===== src/design/bpm_pkg.sv =====
// Shared constants, types and record layout for the bracket pair matcher.
package bpm_pkg;

  localparam int STACK_DEPTH = 256;
  localparam int OFFSET_BITS = 20;

  localparam int CNT_W  = $clog2(STACK_DEPTH + 1);
  localparam int ADDR_W = (STACK_DEPTH > 1) ? $clog2(STACK_DEPTH) : 1;

  // Output tdata: open_offset, close_offset, status, error_offset, padded to bytes
  localparam int OUT_W       = 3 * OFFSET_BITS + 3;
  localparam int OUT_TDATA_W = ((OUT_W + 7) / 8) * 8;

  localparam logic [7:0] CH_LPAREN = 8'h28;
  localparam logic [7:0] CH_RPAREN = 8'h29;
  localparam logic [7:0] CH_LBRACE = 8'h7B;
  localparam logic [7:0] CH_RBRACE = 8'h7D;

  typedef enum logic [1:0] {
    KIND_PAREN  = 2'd0,
    KIND_BRACE  = 2'd1,
    KIND_STATUS = 2'd2
  } kind_t;

  typedef enum logic [2:0] {
    ST_OK          = 3'd0,
    ST_STRAY_PAREN = 3'd1,
    ST_STRAY_BRACE = 3'd2,
    ST_OPEN_PAREN  = 3'd3,
    ST_OPEN_BRACE  = 3'd4,
    ST_CAPACITY    = 3'd5
  } stat_t;

  typedef struct packed {
    kind_t                  kind;
    logic [OFFSET_BITS-1:0] open_ofs;
    logic [OFFSET_BITS-1:0] close_ofs;
    stat_t                  status;
    logic [OFFSET_BITS-1:0] err_ofs;
    logic                   last;
  } rec_t;

  typedef struct packed {
    logic push;
    logic pop;
    logic clear;
  } stack_ctl_t;

endpackage


===== src/design/bpm_result_queue.sv =====
// Three-entry result queue; takes up to two records per cycle while room is high, drains one.
module bpm_result_queue import bpm_pkg::*; (
  input  logic       clk,
  input  logic       rst,
  input  logic [1:0] wr_valid,
  input  rec_t       wr_rec [2],
  output logic       room,
  output logic       head_valid,
  output rec_t       head,
  input  logic       head_ready
);

  localparam int QD = 3;

  rec_t       q      [QD];
  rec_t       q_next [QD];
  logic [1:0] qn;
  logic [1:0] qn_next;
  logic [1:0] base;
  logic       pop;

  always_comb begin
    pop  = head_valid & head_ready;
    base = qn - 2'(pop);
    for (int i = 0; i < QD; i++) begin
      if (pop && i < QD - 1) begin
        q_next[i] = q[i + 1];
      end else begin
        q_next[i] = q[i];
      end
      if (wr_valid[0] && 2'(i) == base) begin
        q_next[i] = wr_rec[0];
      end
      if (wr_valid[1] && 2'(i) == base + 2'd1) begin
        q_next[i] = wr_rec[1];
      end
    end
    qn_next = base + 2'(wr_valid[0]) + 2'(wr_valid[1]);
  end

  always_ff @(posedge clk) begin
    if (rst) begin
      qn <= '0;
    end else begin
      qn <= qn_next;
    end
    q <= q_next;
  end

  assign head_valid = (qn != 2'd0);
  assign head       = q[0];
  assign room       = (qn <= 2'd1);

`ifndef SYNTHESIS
  a_no_overflow: assert property (@(posedge clk) disable iff (rst)
    (|wr_valid) |-> qn <= 2'd1)
    else $error("result queue written without room for two records");
  a_compact: assert property (@(posedge clk) disable iff (rst)
    wr_valid[1] |-> wr_valid[0])
    else $error("second record written without the first");
  a_grow: assert property (@(posedge clk) disable iff (rst)
    (wr_valid[0] && !pop) |=> qn == $past(qn) + 2'd1 + 2'($past(wr_valid[1])))
    else $error("queue fill count lost a record");
`endif

endmodule


===== config.mk =====
export PLATFORM = sky130hd
export DESIGN_NAME = bpm_result_queue
export DESIGN_NICKNAME = d
export VERILOG_FILES = /design/src/design/bpm_pkg.sv /design/src/design/bpm_result_queue.sv
export SDC_FILE = /design/constraint.sdc
export NUM_CORES = 1
export LEC_CHECK = 0
export ABC_AREA = 1
export BUFFER_PORTS_ARGS = -buffer_cell sky130_fd_sc_hd__buf_4
export CORE_ASPECT_RATIO = 2
export CORE_MARGIN = 8
export CORE_UTILIZATION = 50
export DETAILED_ROUTE_END_ITERATION = 8
export PLACE_DENSITY_LB_ADDON = 0.1
export SLEW_MARGIN = 5
export SYNTH_ARGS = -nofsm -noshare
export SYNTH_HDL_FRONTEND = slang
export SYNTH_SLANG_ARGS = --single-unit

===== constraint.sdc =====
create_clock -name clk -period 9.4 [get_ports clk]
set_input_delay 2.82 -clock clk [delete_from_list [all_inputs] [get_ports clk]]
set_output_delay 2.82 -clock clk [all_outputs]
set_load 0.05 [all_outputs]

**Word level (Yosys, flattened, before mapping)**

Index checks and enable logic that the tools add are counted.

- Input bits: 137
- Word-level logic and storage cells: 49
- Output and inout bits: 68
- Register bits: 200

- Order comparisons: 1
- Bitwise logic cells: 1
- Multiplexer cells: 8
- Add/subtract/negate cells: 4
- Eq/ne operators: 4
- Reductions and logical operators: 12

Operators with widths:

| kind | number |
|---|---|
| 66-bit 2-to-1 mux | 8 |
| 1-bit logical AND | 6 |
| 3-bit nonzero test | 2 |
| 2-bit by 1-bit adder with 2-bit output | 2 |
| 1-bit by 2-bit == test with 1-bit output (first input constant) | 2 |
| 2-bit == test (first input constant) | 2 |
| 2-bit zero test | 2 |
| 2-bit nonzero test | 2 |
| 2-bit by 1-bit adder with 2-bit output (second input constant) | 1 |
| 2-bit by 1-bit <= comparator with 1-bit output (second input constant) | 1 |
| 2-bit by 1-bit subtractor with 2-bit output | 1 |
| 1-bit AND | 1 |

**Logic depth before layout (Yosys ltp)**

- Word-level depth: 7
- Depth in mapped cells: 14
- Mapped depth without buffers: 12

**Least setup slack after synthesis**

No wires, ideal clock.

- Path type: input to register
- Start: in head_ready
- End: reg q[0] (netlist bit), enable pin
- Arrival: 8417 ps
- Data required time: 8819 ps
- Stages on the path: 10
- Path slack: 402 ps
- Setup time: 581 ps
- Path buffers: 3
- Cell sequence: nand2_1 inv_1 ha_1 inv_1 nand2_1 nand2_1 buf_4 buf_2 buf_2 o21ai_0

- Word-level cells in the longest chain between the ends: 6
- Elaborated cells on any way between the ends: 8
- Those cells by class: add/sub: 2; eq/ne: 2; bitwise: 1; reduce/logical: 3

RTL lines:

| what | RTL line | source |
|---|---|---|
| start: declaration | bpm_result_queue.sv:10 | `input logic head_ready` |
| 1-bit AND (*) | bpm_result_queue.sv:23 | `pop = head_valid & head_ready;` |
| 2-bit by 1-bit subtractor with 2-bit output (*) | bpm_result_queue.sv:24 | `base = qn - 2'(pop);` |
| 2-bit by 1-bit adder with 2-bit output | bpm_result_queue.sv:34 | `if (wr_valid[1] && 2'(i) == base + 2'd1) begin` |
| 2-bit == test | bpm_result_queue.sv:34 |  |
| 1-bit logical AND | bpm_result_queue.sv:34 |  |
| 2-bit nonzero test (no line) (*) | n/a |  |
| end signal: assignment | bpm_result_queue.sv:47 | `q <= q_next;` |
| end: declaration | bpm_result_queue.sv:15 | `rec_t q [QD];` |

Mark *: on every way between the ends. The rest lies on a longest branch, timed or not.
A chain may end at the register's enable or synchronous reset.

**Worst setup path after layout**

- Start: in head_ready
- End: reg q[118] (netlist bit), enable pin

- Word-level cells in the longest chain between the ends: 6
- Elaborated cells on any way between the ends: 8
- Those cells by class: add/sub: 2; eq/ne: 2; bitwise: 1; reduce/logical: 3

RTL lines:

| what | RTL line |
|---|---|
| 1-bit AND (*) | bpm_result_queue.sv:23 |
| 2-bit by 1-bit subtractor with 2-bit output | bpm_result_queue.sv:24 |
| 2-bit by 1-bit adder with 2-bit output | bpm_result_queue.sv:34 |
| 1-bit by 2-bit == test with 1-bit output | bpm_result_queue.sv:34 |
| 1-bit logical AND | bpm_result_queue.sv:34 |
| 3-bit nonzero test (no line) (*) | n/a |

Marks and branches as above.

==> impl_metrics.yaml <==
drt:
  drt_wl_total_um: 30600
  first_pass_iters: 8
  vias_per_cell: 5.62
  post-route-drc-count: 0
  vias: 9082
  drtIter0Drc: 885
  antenna_left: 0
  routedWlPerCell_um: 18.9
sta:
  fin_crit_sh_pct: 61.2
  worstMarginPinSlew_ps: 1160
  clock.fmax_mhz: 174
  timing.final.crit_period_ps: 5750
  slew_headroom_pct: 23.0
  setup_viol: 0
  fin_worst_skew_ps: 10.1
  fin_setup_tns_ps: 0
  rsz0062_at_grt: "false"
  finalMaxSlewViolations: 0
  finalHoldViolCount: 0
  hold_slack_ps: 553
  setup_ws_ps: 3650
cts:
  ctsHoldBuffers: 0
  root_buffer: "clkbuf_16"
  numCtsBuffers: 17
  cts_htree_levels: 4
  tritoncts: "yes"
  cts_buffer_depth: 2
  cts.repair.resized: 0
  insertion_delay_ps: 450
  postCtsSetupRepairBufs: 0
  numClockSinks: 200
  clkTransAtPathRegs_ps: 70
setup_path:
  required_ps: 9250
  crit_fanout: 66
  worstSetupStartpointType: "primary input"
  arrival_ps: 5600
  crit_path_end_kind: "flip-flop"
  critical_path_class: "in2reg"
synthesis:
  yosys_warnings: 0
  synth_seq_area_share_pct: 54.9
  syn_inst: 1254
  synth_area_leaders: "edfxtp_1, nand3_1, nand2_1"
  synth.top_cell.area_share_pct: 54.5
  yosysTopAreaCell: "edfxtp_1"
  avgSynthCellArea_um2: 8.70
  syn_area_um2: 10900
  synth_seq_cells: 200
  synth_cell_types: 18
  synth_fp_nets: 1393
floorplan:
  io_pins: 205
  die-area_um2: 27100
  core_um2: 21500
  die_h_um: 225
  std_cell_rows: 76
  die_w_um: 120
  initial_utilization_pct: 50.8
finish:
  nets: 1469
  multi_input_area_um2: 3530
  syn2layout_area_growth_pct: 15.2
  drive_above_1_share_pct: 19.5
  num-fill-cells: 1986
  ff_latch_area_um2: 5990
grt:
  grt_pass1_wl_um: 47800
  grt_max_degree: 106
  grt_overflow: 0
  grt_usage_pct: 22.4
  antenna_found_initial: 1
  grt_pass1_vias: 8991
placed_design:
  pre_cts_ws_ps: 3140
  dp_hpwl_um: 18700
  gp_congestion: 0.804
  io_buffers: 204
pwr:
  leakagePower_nw: 5.69
  netSwitchingFraction_pct: 46.8
  seqPwrFrac_pct: 35.8
  power_frac_comb_pct: 50.5
  p_int_mw: 2.80
  vdd_drop_max_uv: 331
  power.switching_mw: 2.46
  clockPowerShare_pct: 13.7
  power_density_nw_per_um2: 418
run_status:
  status: "completed"
job:
  drv_cap: 0
worst_hold_path:
  hold_path_class: "reg2reg"
placed cells by master, fill, tap and decap left out:
master / netlist / final
nand3_1: 399 / 396
buf_4: 74 / 215
nand2_1: 212 / 207
edfxtp_1: 198 / 198
inv_1: 138 / 138
nor2_1: 68 / 68
a21oi_1: 67 / 67
clkbuf_16: 0 / 17
clkinv_4: 0 / 5
inv_6: 0 / 5
inv_2: 4 / 4
nand2_2: 1 / 4
inv_8: 0 / 4
nand3_4: 0 / 3
nor2_4: 0 / 2
nand2_4: 0 / 2
ha_1: 2 / 2
dfxtp_1: 2 / 2
diode_2: 0 / 1
xnor2_1: 1 / 1
o21ai_4: 0 / 1
o21ai_0: 2 / 1
clkbuf_1: 28 / 1
logic make-up (layout without fill, tap and decap cells):
kind of cell | Yosys count | after routing | share of synthesized area (%)
XOR/XNOR | 1 | 1 | 0.0803
adder cells (fa/ha/maj) | 2 | 2 | 0.229
flip-flops | 200 | 200 | 54.9
AO/OA/AOI/OAI | 69 | 69 | 3.17
other | 0 | 1 | 0
buffers and inverters | 300 | 389 | 13.5
AND/OR/NAND/NOR | 682 | 682 | 28.1
power by group through the flow:
stage               Clock, mW  Combinational (mW)  Sequential [mW]
floorplan                   0                2.12             1.90
global placement            0                2.64             1.90
detailed placement          0                2.67             1.90
CTS                     0.729                2.68             1.89
global route            0.760                2.88             1.92
finish                  0.719                2.65             1.88
critical path, stage by stage:
cell and delay, ps:
buf_4 110, nand2_1 190, inv_1 70, ha_1 210
nand2_1 110, nand2_4 250, nand2_2 750, nand3_4 1040
worst paths after layout:
path              startpoint        to  slack (ps)  cells past startpoint
setup / recovery  head_ready    q[118]        3650                      8
hold / removal         q[81]  head[15]         550                      2
setup reg to reg       qn[1]    q[118]        5560                     10
hold reg to reg        q[81]  head[15]         550                      2
state kept, by name, indices dropped and copies added, names as in the netlist:
| name | cells |
|---|---|
| q | 132 |
| head | 66 |
| qn | 2 |
routing by layer:
layer | up-vias | wire length [µm] | GRT usage, %
met5 | - | 0 | 0
met4 | 0 | 849 | 9.21
met3 | 53 | 1820 | 4.12
met2 | 364 | 16600 | 41.1
met1 | 4358 | 11400 | 24.7
li1 | 4307 | - | -
synthesized netlist by cell type (all sizes together):
cell type	instances
buf	130
dfxtp	2
a21oi	67
ha	2
clkbuf	28
xnor2	1
edfxtp	198
nand3	399
inv	142
nand2	213
o21ai	2
nor2	70
area by class of cell:
| type | instances | area share, % |
|---|---|---|
| flip-flops and latches | 200 | 47.6 |
| multi-input cells | 754 | 28.1 |
| repair buffers | 215 | 12.8 |
| inverters | 142 | 4.24 |
| clock buffers | 18 | 3.42 |
| well taps | 273 | 2.72 |
| clock inverters | 14 | 1.06 |
| diodes | 1 | 0.0199 |
stage by stage:
stage               cells  total power, mW  instance area (µm²)  utilization (%)
floorplan            1254             4.03                10900                -
global placement     1584             4.53                12000             55.8
detailed placement   1584             4.58                12000             55.8
CTS                  1616             5.29                12600             58.5
global route         1617             5.56                12600             58.5
finish               1617             5.26                12600             58.5
Note: power is estimated with default switching activity, not from simulation.
